<file path="src/hdl/ket_pkg.sv">
// ----------------------------------------------------------------------------
// ket_pkg
// Field widths, request and status codes, sequencer states and the control
// bundle shared by the keyed entry table modules.
// ----------------------------------------------------------------------------
`default_nettype none

package ket_pkg;

  localparam int KIND_W     = 2;
  localparam int PORT_KEY_W = 32;
  localparam int PORT_VAL_W = 32;
  localparam int STATUS_W   = 3;
  localparam int SLOT_W     = 6;
  localparam int COUNT_W    = 7;

  localparam logic [KIND_W-1:0] KIND_LOOKUP = 2'd0;
  localparam logic [KIND_W-1:0] KIND_INSERT = 2'd1;
  localparam logic [KIND_W-1:0] KIND_REMOVE = 2'd2;

  localparam logic [STATUS_W-1:0] ST_OK        = 3'd0;
  localparam logic [STATUS_W-1:0] ST_NOT_FOUND = 3'd1;
  localparam logic [STATUS_W-1:0] ST_PRESENT   = 3'd2;
  localparam logic [STATUS_W-1:0] ST_FULL      = 3'd3;
  localparam logic [STATUS_W-1:0] ST_ZERO_KEY  = 3'd4;

  typedef enum logic [2:0] {
    S_CLEAR,
    S_IDLE,
    S_SCAN,
    S_LAST,
    S_FINISH
  } ket_state_t;

  typedef struct packed {
    logic clear_we;  // clearing pass writes an empty key this cycle
    logic rd_en;     // scan issues a read this cycle
    logic cmp_vld;   // read data of a scanned entry is on the memory outputs
    logic finish;    // scan complete, decide and report
  } ket_ctl_t;

endpackage

`default_nettype wire

</file>
<file path="src/hdl/ket_store.sv">
// ----------------------------------------------------------------------------
// ket_store
// Key and value memories: one shared write address, one shared read address,
// read data registered.
// ----------------------------------------------------------------------------
`default_nettype none

module ket_store #(
  parameter int DEPTH = 64,
  parameter int AW    = 6,
  parameter int KW    = 32,
  parameter int VW    = 32
) (
  input  logic          clk,
  input  logic          rd_en,
  input  logic [AW-1:0] rd_addr,
  output logic [KW-1:0] rd_key,
  output logic [VW-1:0] rd_val,
  input  logic          wr_key_en,
  input  logic          wr_val_en,
  input  logic [AW-1:0] wr_addr,
  input  logic [KW-1:0] wr_key,
  input  logic [VW-1:0] wr_val
);
  import ket_pkg::*;

  logic [KW-1:0] key_mem [DEPTH];
  logic [VW-1:0] val_mem [DEPTH];

  always_ff @(posedge clk) begin
    if (wr_key_en) begin
      key_mem[wr_addr] <= wr_key;
    end
    if (wr_val_en) begin
      val_mem[wr_addr] <= wr_val;
    end
  end

  always_ff @(posedge clk) begin
    if (rd_en) begin
      rd_key <= key_mem[rd_addr];
      rd_val <= val_mem[rd_addr];
    end
  end

endmodule

`default_nettype wire

</file>
<file path="src/hdl/ket_seq.sv">
// ----------------------------------------------------------------------------
// ket_seq
// Request sequencer: clearing pass after reset, then one scan of all entries
// per request, followed by a compare drain state and a finish state.
// ----------------------------------------------------------------------------
`default_nettype none

module ket_seq #(
  parameter int ENTRIES = 64,
  parameter int AW      = 6
) (
  input  logic             clk,
  input  logic             rst_n,
  input  logic             accept,
  output logic             busy,
  output logic [AW-1:0]    idx,
  output logic [AW-1:0]    cmp_idx,
  output ket_pkg::ket_ctl_t ctl
);
  import ket_pkg::*;

  ket_state_t    state_r, state_nxt;
  logic [AW-1:0] idx_r, idx_nxt;
  logic [AW-1:0] cmp_idx_r;
  logic          cmp_vld_r;
  logic          idx_last;

  assign idx_last = (idx_r == AW'(ENTRIES - 1));

  always_ff @(posedge clk) begin
    if (!rst_n) begin
      state_r   <= S_CLEAR;
      idx_r     <= '0;
      cmp_vld_r <= 1'b0;
    end else begin
      state_r   <= state_nxt;
      idx_r     <= idx_nxt;
      cmp_vld_r <= ctl.rd_en;
    end
  end

  // Entry index of the read now returning from memory.
  always_ff @(posedge clk) begin
    cmp_idx_r <= idx_r;
  end

  always_comb begin
    state_nxt    = state_r;
    idx_nxt      = idx_r;
    ctl.clear_we = 1'b0;
    ctl.rd_en    = 1'b0;
    ctl.cmp_vld  = cmp_vld_r;
    ctl.finish   = 1'b0;
    case (state_r)
      S_CLEAR: begin
        ctl.clear_we = 1'b1;
        if (idx_last) begin
          idx_nxt   = '0;
          state_nxt = S_IDLE;
        end else begin
          idx_nxt = idx_r + 1'b1;
        end
      end
      S_IDLE: begin
        if (accept) begin
          idx_nxt   = '0;
          state_nxt = S_SCAN;
        end
      end
      S_SCAN: begin
        ctl.rd_en = 1'b1;
        if (idx_last) begin
          state_nxt = S_LAST;
        end else begin
          idx_nxt = idx_r + 1'b1;
        end
      end
      S_LAST: begin
        state_nxt = S_FINISH;
      end
      S_FINISH: begin
        ctl.finish = 1'b1;
        state_nxt  = S_IDLE;
      end
      default: begin
        state_nxt = S_IDLE;
      end
    endcase
  end

  assign busy        = (state_r != S_IDLE);
  assign idx         = idx_r;
  assign cmp_idx     = cmp_idx_r;

endmodule

`default_nettype wire

</file>
<file path="src/hdl/keyed_entry_table_core.sv">
// ----------------------------------------------------------------------------
// keyed_entry_table_core
// Key/value table of ENTRIES slots searched by linear scan. A command is
// taken at a clock edge with start high and busy low; it is a lookup, an
// insert or a remove, and a key of zero is refused. Each command scans every
// slot of the key memory, one slot per cycle through its single read port,
// then passes through a last-compare state and a write-back and decision
// state, with busy high throughout. The result appears in the cycle after
// the decision on the out_ ports for exactly one cycle, marked by out_valid;
// the receiver cannot stall it, and busy is already low in that cycle so the
// next command may be taken. After reset the block runs a clearing pass that
// writes every key slot empty; busy is high during it.
// ----------------------------------------------------------------------------
`default_nettype none

module keyed_entry_table_core #(
  parameter int ENTRIES    = 64,
  parameter int KEY_BITS   = 32,
  parameter int VALUE_BITS = 32
) (
  input  logic                           clk,
  input  logic                           rst_n,
  input  logic                           start,
  output logic                           busy,
  input  logic [ket_pkg::KIND_W-1:0]     in_kind,
  input  logic [ket_pkg::PORT_KEY_W-1:0] in_key,
  input  logic [ket_pkg::PORT_VAL_W-1:0] in_value,
  output logic                           out_valid,
  output logic [ket_pkg::STATUS_W-1:0]   out_status,
  output logic [ket_pkg::PORT_VAL_W-1:0] out_value_out,
  output logic [ket_pkg::SLOT_W-1:0]     out_slot,
  output logic [ket_pkg::COUNT_W-1:0]    out_used_count
);
  import ket_pkg::*;

  localparam int AW = $clog2(ENTRIES);
  localparam int KW = (KEY_BITS < PORT_KEY_W) ? KEY_BITS : PORT_KEY_W;
  localparam int VW = (VALUE_BITS < PORT_VAL_W) ? VALUE_BITS : PORT_VAL_W;
  localparam int OW = $clog2(ENTRIES + 1);

  logic          accept;
  ket_ctl_t      ctl;
  logic [AW-1:0] idx;
  logic [AW-1:0] cmp_idx;

  // Request held for the whole scan.
  logic [KIND_W-1:0] req_kind_r;
  logic [KW-1:0]     req_key_r;
  logic [VW-1:0]     req_val_r;

  // Memory read data and write port.
  logic [KW-1:0] rd_key;
  logic [VW-1:0] rd_val;
  logic          wr_key_en;
  logic          wr_val_en;
  logic [AW-1:0] wr_addr;
  logic [KW-1:0] wr_key;

  // Scan accumulators: first match and first empty slot.
  logic          hit_r, hit_nxt;
  logic [AW-1:0] hit_idx_r, hit_idx_nxt;
  logic [VW-1:0] hit_val_r, hit_val_nxt;
  logic          free_r, free_nxt;
  logic [AW-1:0] free_idx_r, free_idx_nxt;
  logic [OW-1:0] occ_r, occ_nxt;

  // Result registers.
  logic                  out_valid_r;
  logic [STATUS_W-1:0]   status_r, status_nxt;
  logic [PORT_VAL_W-1:0] value_out_r, value_out_nxt;
  logic [SLOT_W-1:0]     slot_r, slot_nxt;
  logic [COUNT_W-1:0]    used_r;

  logic req_ins;
  logic req_rem;
  logic req_zero;
  logic match;
  logic empty_seen;
  logic rem_we;
  logic ins_we;

  assign accept = start & ~busy;

  ket_seq #(
    .ENTRIES (ENTRIES),
    .AW      (AW)
  ) u_seq (
    .clk     (clk),
    .rst_n   (rst_n),
    .accept  (accept),
    .busy    (busy),
    .idx     (idx),
    .cmp_idx (cmp_idx),
    .ctl     (ctl)
  );

  ket_store #(
    .DEPTH (ENTRIES),
    .AW    (AW),
    .KW    (KW),
    .VW    (VW)
  ) u_store (
    .clk       (clk),
    .rd_en     (ctl.rd_en),
    .rd_addr   (idx),
    .rd_key    (rd_key),
    .rd_val    (rd_val),
    .wr_key_en (wr_key_en),
    .wr_val_en (wr_val_en),
    .wr_addr   (wr_addr),
    .wr_key    (wr_key),
    .wr_val    (req_val_r)
  );

  // Capture the transaction; only the low key and value bits are kept.
  always_ff @(posedge clk) begin
    if (accept) begin
      req_kind_r <= in_kind;
      req_key_r  <= in_key[KW-1:0];
      req_val_r  <= in_value[VW-1:0];
    end
  end

  // Any kind other than insert or remove acts as a lookup.
  assign req_ins  = (req_kind_r == KIND_INSERT);
  assign req_rem  = (req_kind_r == KIND_REMOVE);
  assign req_zero = (req_key_r == '0);

  // A zero key never matches, since empty slots hold zero.
  assign match      = ctl.cmp_vld && (rd_key != '0) && (rd_key == req_key_r);
  assign empty_seen = ctl.cmp_vld && (rd_key == '0);

  // Remove clears each matching slot as its read returns; the scan has
  // already moved on to the next slot, so read and write never collide.
  assign rem_we = match && req_rem;
  assign ins_we = ctl.finish && req_ins && !req_zero && !hit_r && free_r;

  always_comb begin
    wr_key_en = ctl.clear_we | rem_we | ins_we;
    wr_val_en = ins_we;
    wr_key    = ins_we ? req_key_r : '0;
    if (ctl.clear_we) begin
      wr_addr = idx;
    end else if (rem_we) begin
      wr_addr = cmp_idx;
    end else begin
      wr_addr = free_idx_r;
    end
  end

  always_comb begin
    hit_nxt      = hit_r;
    hit_idx_nxt  = hit_idx_r;
    hit_val_nxt  = hit_val_r;
    free_nxt     = free_r;
    free_idx_nxt = free_idx_r;
    occ_nxt      = occ_r;
    if (accept) begin
      hit_nxt  = 1'b0;
      free_nxt = 1'b0;
    end
    // Keep the lowest matching slot and its value.
    if (match && !hit_r) begin
      hit_nxt     = 1'b1;
      hit_idx_nxt = cmp_idx;
      hit_val_nxt = rd_val;
    end
    // Keep the lowest empty slot for an insert.
    if (empty_seen && !free_r) begin
      free_nxt     = 1'b1;
      free_idx_nxt = cmp_idx;
    end
    // Drop one from the count per cleared slot, never below zero.
    if (rem_we && (occ_r != '0)) begin
      occ_nxt = occ_r - 1'b1;
    end
    if (ins_we) begin
      occ_nxt = occ_r + 1'b1;
    end
  end

  always_ff @(posedge clk) begin
    if (!rst_n) begin
      hit_r  <= 1'b0;
      free_r <= 1'b0;
      occ_r  <= '0;
    end else begin
      hit_r  <= hit_nxt;
      free_r <= free_nxt;
      occ_r  <= occ_nxt;
    end
  end

  always_ff @(posedge clk) begin
    hit_idx_r  <= hit_idx_nxt;
    hit_val_r  <= hit_val_nxt;
    free_idx_r <= free_idx_nxt;
  end

  // Decide the outcome once the scan has seen every slot.
  always_comb begin
    status_nxt    = ST_OK;
    value_out_nxt = '0;
    slot_nxt      = '0;
    if (req_zero) begin
      status_nxt = ST_ZERO_KEY;
    end else if (req_ins) begin
      if (hit_r) begin
        status_nxt = ST_PRESENT;
        slot_nxt   = SLOT_W'(hit_idx_r);
      end else if (free_r) begin
        slot_nxt = SLOT_W'(free_idx_r);
      end else begin
        status_nxt = ST_FULL;
      end
    end else if (req_rem) begin
      if (hit_r) begin
        slot_nxt = SLOT_W'(hit_idx_r);
      end else begin
        status_nxt = ST_NOT_FOUND;
      end
    end else begin
      if (hit_r) begin
        value_out_nxt = PORT_VAL_W'(hit_val_r);
        slot_nxt      = SLOT_W'(hit_idx_r);
      end else begin
        status_nxt = ST_NOT_FOUND;
      end
    end
  end

  always_ff @(posedge clk) begin
    if (!rst_n) begin
      out_valid_r <= 1'b0;
    end else begin
      out_valid_r <= ctl.finish;
    end
  end

  // Hold the result fields until the next transaction finishes.
  always_ff @(posedge clk) begin
    if (ctl.finish) begin
      status_r    <= status_nxt;
      value_out_r <= value_out_nxt;
      slot_r      <= slot_nxt;
      used_r      <= COUNT_W'(occ_nxt);
    end
  end

  assign out_valid      = out_valid_r;
  assign out_status     = status_r;
  assign out_value_out  = value_out_r;
  assign out_slot       = slot_r;
  assign out_used_count = used_r;

endmodule

`default_nettype wire

</file>
<file path="config.mk">
export PLATFORM = sky130hd
export DESIGN_NAME = keyed_entry_table_core
export DESIGN_NICKNAME = d
export VERILOG_FILES = /design/src/hdl/ket_pkg.sv /design/src/hdl/ket_store.sv /design/src/hdl/ket_seq.sv /design/src/hdl/keyed_entry_table_core.sv
export SDC_FILE = /design/constraint.sdc
export NUM_CORES = 2
export LEC_CHECK = 0
export ABC_AREA = 1
export BUFFER_PORTS_ARGS = -buffer_cell sky130_fd_sc_hd__buf_2
export CORE_MARGIN = 2
export CORE_UTILIZATION = 45
export CTS_BUF_LIST = sky130_fd_sc_hd__clkbuf_16
export CTS_CLUSTER_DIAMETER = 50
export DETAILED_ROUTE_END_ITERATION = 7
export MAX_ROUTING_LAYER = met4
export SYNTH_ARGS = -nofsm -noshare
export SYNTH_HDL_FRONTEND = slang
export SYNTH_SLANG_ARGS = --single-unit
</file>
<file path="constraint.sdc">
create_clock -name clk -period 11.91 [get_ports clk]
set_input_delay 0.5955 -clock clk [delete_from_list [all_inputs] [get_ports clk]]
set_output_delay 0.5955 -clock clk [all_outputs]
set_load 0.05 [all_outputs]
</file>
Yosys cells after proc, flatten, opt, wreduce, memory -nomap -nowiden:

Memory sizes are Yosys's and may differ from the RTL's. A register that Yosys moved wholly into a read port is not among the register bits.
Index checks and enable logic that the tools add are counted.

* register bits after elaboration: 184
* memory bits (writable): 4096
* input bits: 69
* output and inout port bits: 50
* word-level logic and storage cells: 97
* memories kept: 2

* add/subtract/negate cells: 3
* eq/ne operators: 13
* mux-type cells: 31
* bitwise operators: 5
* reductions and logical operators: 25

Memories
* u_store.key_mem: depth 64, bits a word 32, read ports 1, clocked after Yosys merged registers in 1, wr ports 1, line ket_store.sv:27 `logic [KW-1:0] key_mem [DEPTH];`
* u_store.val_mem: depth 64, bits a word 32, read ports 1, clocked after Yosys merged registers in 1, wr ports 1, line ket_store.sv:28 `logic [VW-1:0] val_mem [DEPTH];`

Operator list (count)
* zero test 32 bit: 2
* 2-to-1 mux 6 bit: 9
* equality test 32 bit: 1
* 2-to-1 mux 32 bit: 1
* nonzero test 32 bit: 1
* case mux 6 bit (3 select lines): 1
* 2-to-1 mux 7 bit: 2
* 2-to-1 mux 3 bit: 4
* case mux 3 bit (4 select lines): 1
* logical AND 1 bit: 11
* 2-to-1 mux 1 bit: 11
* adder 7 x 1 -> 7 bit (second input constant): 1
* nonzero test 7 bit: 1
* subtractor 7 x 1 -> 7 bit (second input constant): 1
* adder 6 x 1 -> 6 bit (second input constant): 1
* equality test 3 x 2 -> 1 bit (second input constant): 2
* equality test 6 bit (second input constant): 1
* AND reduction 3 bit: 2
* 2-to-1 mux 2 bit: 2
* inequality test 2 x 1 -> 1 bit (second input constant): 2
* inequality test 2 bit (second input constant): 2
* nonzero test 2 bit: 2
* OR reduction 4 bit: 1
* equality test 3 x 1 -> 1 bit (second input constant): 1
* 10 further kinds: 14

Longest topological paths before layout:

* depth after elaboration: 9
* gate-level depth with buffers: 17
* gate-level depth less buffers: 17

By module:

A second synthesis with hierarchy kept.

* cell total of the unflattened synthesis: 14296
* area, all modules: 174743.8 um^2

Modules (own cells, without submodules)
* ket_store: times used 1, cells each 13504, area an instance 166744.9 um^2, seq. area each 124919.8 um^2
* keyed_entry_table_core: times used 1, cells each 699, area an instance 7263.2 um^2, seq. area each 4944.7 um^2
* ket_seq: times used 1, cells each 93, area an instance 735.7 um^2, seq. area each 320.3 um^2

Worst setup path before layout:

No wires, ideal clock.

* path type: register to register
* start point: register u_seq.state_r[0]
* end point: register u_seq.idx_r[5] (netlist: u_seq.idx[5])
* library setup time: 0.118 ns
* arrival time: 4.823 ns
* path slack: 6.969 ns
* cell stages (with the launch flop): 16
* path buffers: 0
* period minus slack after synthesis: 4.941 ns
* path through: dfxtp_1 > inv_1 > nor2_1 > inv_1 > nor2_1 > inv_1 > nor2_1 > inv_1 > nand2_1 > nand2_1 > inv_1 > nand4_1 > nor2_1 > inv_1 > nor3_1 > nor3_1

* word-level cells in the longest chain between the ends: 5
* elaborated cells on any way between the ends: 11
* those cells by class: 5 x eq/ne; 1 x mux; 2 x bitwise; 3 x reduce/logical

Ends and longest elaborated chain
* from (decl): line ket_seq.sv:22 `ket_state_t state_r, state_nxt;`
* from (signal assigned): line ket_seq.sv:36 `state_r <= state_nxt;`
* inequality test 3 x 1 -> 1 bit: line ket_seq.sv:91 `assign busy = (state_r != S_IDLE);`
* named net busy: line keyed_entry_table_core.sv:24 `output logic busy,`
* inverter 1 bit: line keyed_entry_table_core.sv:82 `assign accept = start & ~busy;`
* AND 1 bit: line keyed_entry_table_core.sv:82
* named net accept: line keyed_entry_table_core.sv:41 `logic accept;`
* inequality test 2 bit (no source line)
* AND reduction 3 bit (no source line)
* to (signal assigned): line ket_seq.sv:37 `idx_r <= idx_nxt;`
* to (decl): line ket_seq.sv:23 `logic [AW-1:0] idx_r, idx_nxt;`

The timed path passes the listed nets, and every way through them passes these cells.
A chain may end at the register's enable or synchronous reset.

==> results.py <==
metrics = {
    "power": {
        "power.static_leakage_nw": 58.0,
        "finalPower_mw": 32.7,
        "vdd_drop_max_mv": 0.134,
        "cellPowerDensity_nw_per_um2": 171,
    },
    "timing": {
        "rsz0062_at_grt": "false",
        "timing_max_transition_violations_final": 0,
        "count_of_endpoints_failing_hold_in_the_final_timing_report": 0,
        "clock.fmax_mhz": 172,
        "final.min_clock_period_ns": 5.81,
        "hold-worst-slack_ns": 0.320,
        "worstMarginPinSlew_ns": 1.45,
        "max_slew_headroom": 0.0297,
        "min_period_over_period": 0.487,
        "setup_viol": 0,
        "finalClockSkew_ns": 0.0706,
        "setup-tns-final_ns": 0,
    },
    "clock_tree": {
        "clock_sink_count": 4344,
        "post_cts.repair.setup_buffers": 0,
        "cts_tree": "yes",
        "cts.root.buffer_cell": "clkbuf_16",
        "cts.htree.levels": 5,
        "cts-resized-gates": 0,
        "clk_pin_slew_worst_paths_ns": 0.06,
        "ctsLongestPathBuffers": 4,
        "clock_latency_ns": 1.00,
        "tritoncts.num_buffers": 456,
    },
    "place": {
        "detail_placement_hpwl_mm": 312,
        "gp_congestion": 0.942,
        "port_buffers": 118,
    },
    "cells_and_area": {
        "mostFrequentLayoutCells": "edfxtp_1 (4,318), nor2_1 (2,170), o21ai_0 (2,051)",
        "layout_stage_area_growth_over_the_synthesis_result_pct": 13.3,
        "post-route-util": 0.513,
        "final_layout_size_suffix_gt1_frac": 0.0989,
        "final_common_cell": "edfxtp_1",
        "nNetsFinal": 12400,
        "filler_cell_count": 30900,
    },
    "floorplanning": {
        "placementRows": 224,
        "floorplan.core_area_um2": 373000,
        "floorplan.die.width_um": 616,
        "area_of_the_die_um2": 380000,
        "io-pin-count": 119,
        "die_y_um": 616,
        "initial_core_util": 0.453,
    },
    "critical_path": {
        "regToRegStartpoint": "u_seq.idx[0]",
        "worst_r2r_endpoint": "u_store.rd_val[28]",
        "path_class": "flip-flop to flip-flop",
        "critical_path.endpoint_type": "flip-flop",
        "regToRegSetupSlack_ns": 6.10,
        "worstRegToRegCells": 10,
        "timing.critical_path.required_ns": 12.74,
        "critPathMaxFanout": 92,
        "start_kind": "flip-flop",
        "worst_ep_arrival_time_ns": 6.63,
    },
    "job": {
        "max_capacitance_violation_count": 0,
    },
    "synth": {
        "post_synth.cell_area_avg_um2": 13.7,
        "synth_area_um2": 169000,
        "syn-instance-count": 12300,
        "synth_seq_area_share": 0.771,
        "yosysWarnings": 0,
        "post_synth_num_cell_types": 44,
        "ys_ff_latch": 4344,
        "synth_fp_nets": 12400,
    },
    "grt": {
        "grt_max_degree": 182,
        "grt_pass1_wl_mm": 789,
        "grt_pass1_vias": 105000,
        "grt.total_usage": 0.298,
        "globalRouteOverflowTotal": 0,
        "number_of_antenna_violations_at_the_first_check_in_global_routing": 30,
    },
    "detailed_routing": {
        "drcViolationCount": 0,
        "vias_per_cell": 6.29,
        "routed_wirelength_mm": 565,
        "wl_cell_um": 31.9,
        "antenna_violating_nets_remaining": 0,
        "num_vias": 111000,
        "drt_first_pass_iters": 6,
        "drt_iter0_markers": 17600,
    },
    "min_path": {
        "min-delay-path-class": "input pin to flip-flop",
        "min_delay_worst_endpoint": "req_key_r[3]",
        "hold-path-cell-count": 2,
        "min-delay-start": "in_key[3]",
    },
    "outcome": {
        "run_status": "complete, no violations",
    },
}
## per-layer routing
metal	global-route usage	wire length, um
met2	0.450	258000
met1	0.389	215000
met5	-	0
met4	0.141	30500
met3	0.0608	61700
## cells in the mapped netlist (all sizes together)
cell type	count	area (um2)
o22ai	607	3800
nor3	9	50.1
o21ai	2051	10300
clkinv	3	11.3
o211ai	96	721
and2	1	6.26
o221ai	417	3650
xor2	10	87.6
a211oi	3	22.5
xnor2	6	60.1
dfxtp	26	521
nand3	302	1530
edfxtp	4318	130000
nor2	2353	9000
nand2	687	2630
nor4	8	50.1
a311oi	1	8.76
buf	245	1180
clkbuf	648	2430
a31oi	53	332
a22o	4	35.0
o21a	1	7.51
nand4	148	926
and3	1	6.26
ha	4	50.1
a21oi	142	711
a32o	45	450
a22oi	6	45.0
inv	147	559
## repair_timing
item,4_1_cts,5_1_grt
setup endpoints to repair,0,0
hold buffers,68,0
endpoints found under the hold margin,72,0
## flip-flops by register name, indices dropped and copies added (netlist names), 7 cells and up
name,cells
hit_val_r,32
occ_r,7
out_used_count,7
out_value_out,32
req_key_r,32
req_val_r,32
u_store.key_mem,2048
u_store.rd_key,32
u_store.rd_val,32
u_store.val_mem,2048
## stage by stage
step	setup WS, ns	cell area, um2	instances
detailed placement	6.35	176000	16800
finish	6.10	191000	17700
CTS	6.31	191000	17700
floorplan	6.97	169000	12300
global placement	6.42	175000	16800
global route	5.88	191000	17700
## power by group
group | internal, mW | switching, mW | total, mW
sequential | 16.6 | 0.0269 | 16.6
clock | 8.07 | 6.01 | 14.1
combinational | 0.516 | 1.49 | 2.01
## how the worst max path moves through the flow
stage                     cells past startpoint  slack, ns            endpoint        startpoint
after floorplan                              15       6.97        u_seq.idx[5]  u_seq.state_r[0]
after global placement                       10       6.42  u_store.rd_val[28]      u_seq.idx[0]
after detailed placement                     10       6.35  u_store.rd_val[28]      u_seq.idx[0]
after CTS                                    10       6.31  u_store.rd_val[28]      u_seq.idx[0]
after global routing                         10       5.88  u_store.rd_val[12]      u_seq.idx[0]
final                                        10       6.10  u_store.rd_val[28]      u_seq.idx[0]
## layout make-up
| type | instances | area (um2) | share of cell area |
|---|---|---|---|
| inverter | 150 | 628 | 0.00329 |
| timing repair buffer | 449 | 3610 | 0.0189 |
| clock buffer | 462 | 11600 | 0.0605 |
| tap | 4972 | 6220 | 0.0325 |
| antenna | 13 | 32.5 | 0.000170 |
| multi-input combinational | 6955 | 35700 | 0.187 |
| clock inverter | 371 | 3240 | 0.0170 |
| sequential | 4344 | 130000 | 0.681 |
## kinds of logic (layout without fill, tap and decap cells)
kind of cell    after synthesis  after routing  share of synthesized area
other cells                   0             13                          0
simple gates               3509           3509                     0.0842
compound gates             3426           3426                      0.119
fa+ha+maj                     4              4                   0.000296
xor+xnor                     16             16                   0.000875
buf+inv                    1043           1432                     0.0248
flops                      4344           4344                      0.771
## worst max-delay path, cell delays in order, from the launching register on
cell and delay [ns]:
dfxtp_4 0.82, buf_4 0.68, buf_4 0.63, buf_4 0.71, buf_4 0.86, buf_4 0.74
o21ai_0 0.20, o22ai_1 0.22, a21oi_1 0.09, a31oi_1 0.34, a32o_1 0.18
Note: power is estimated with default switching activity, not from simulation.
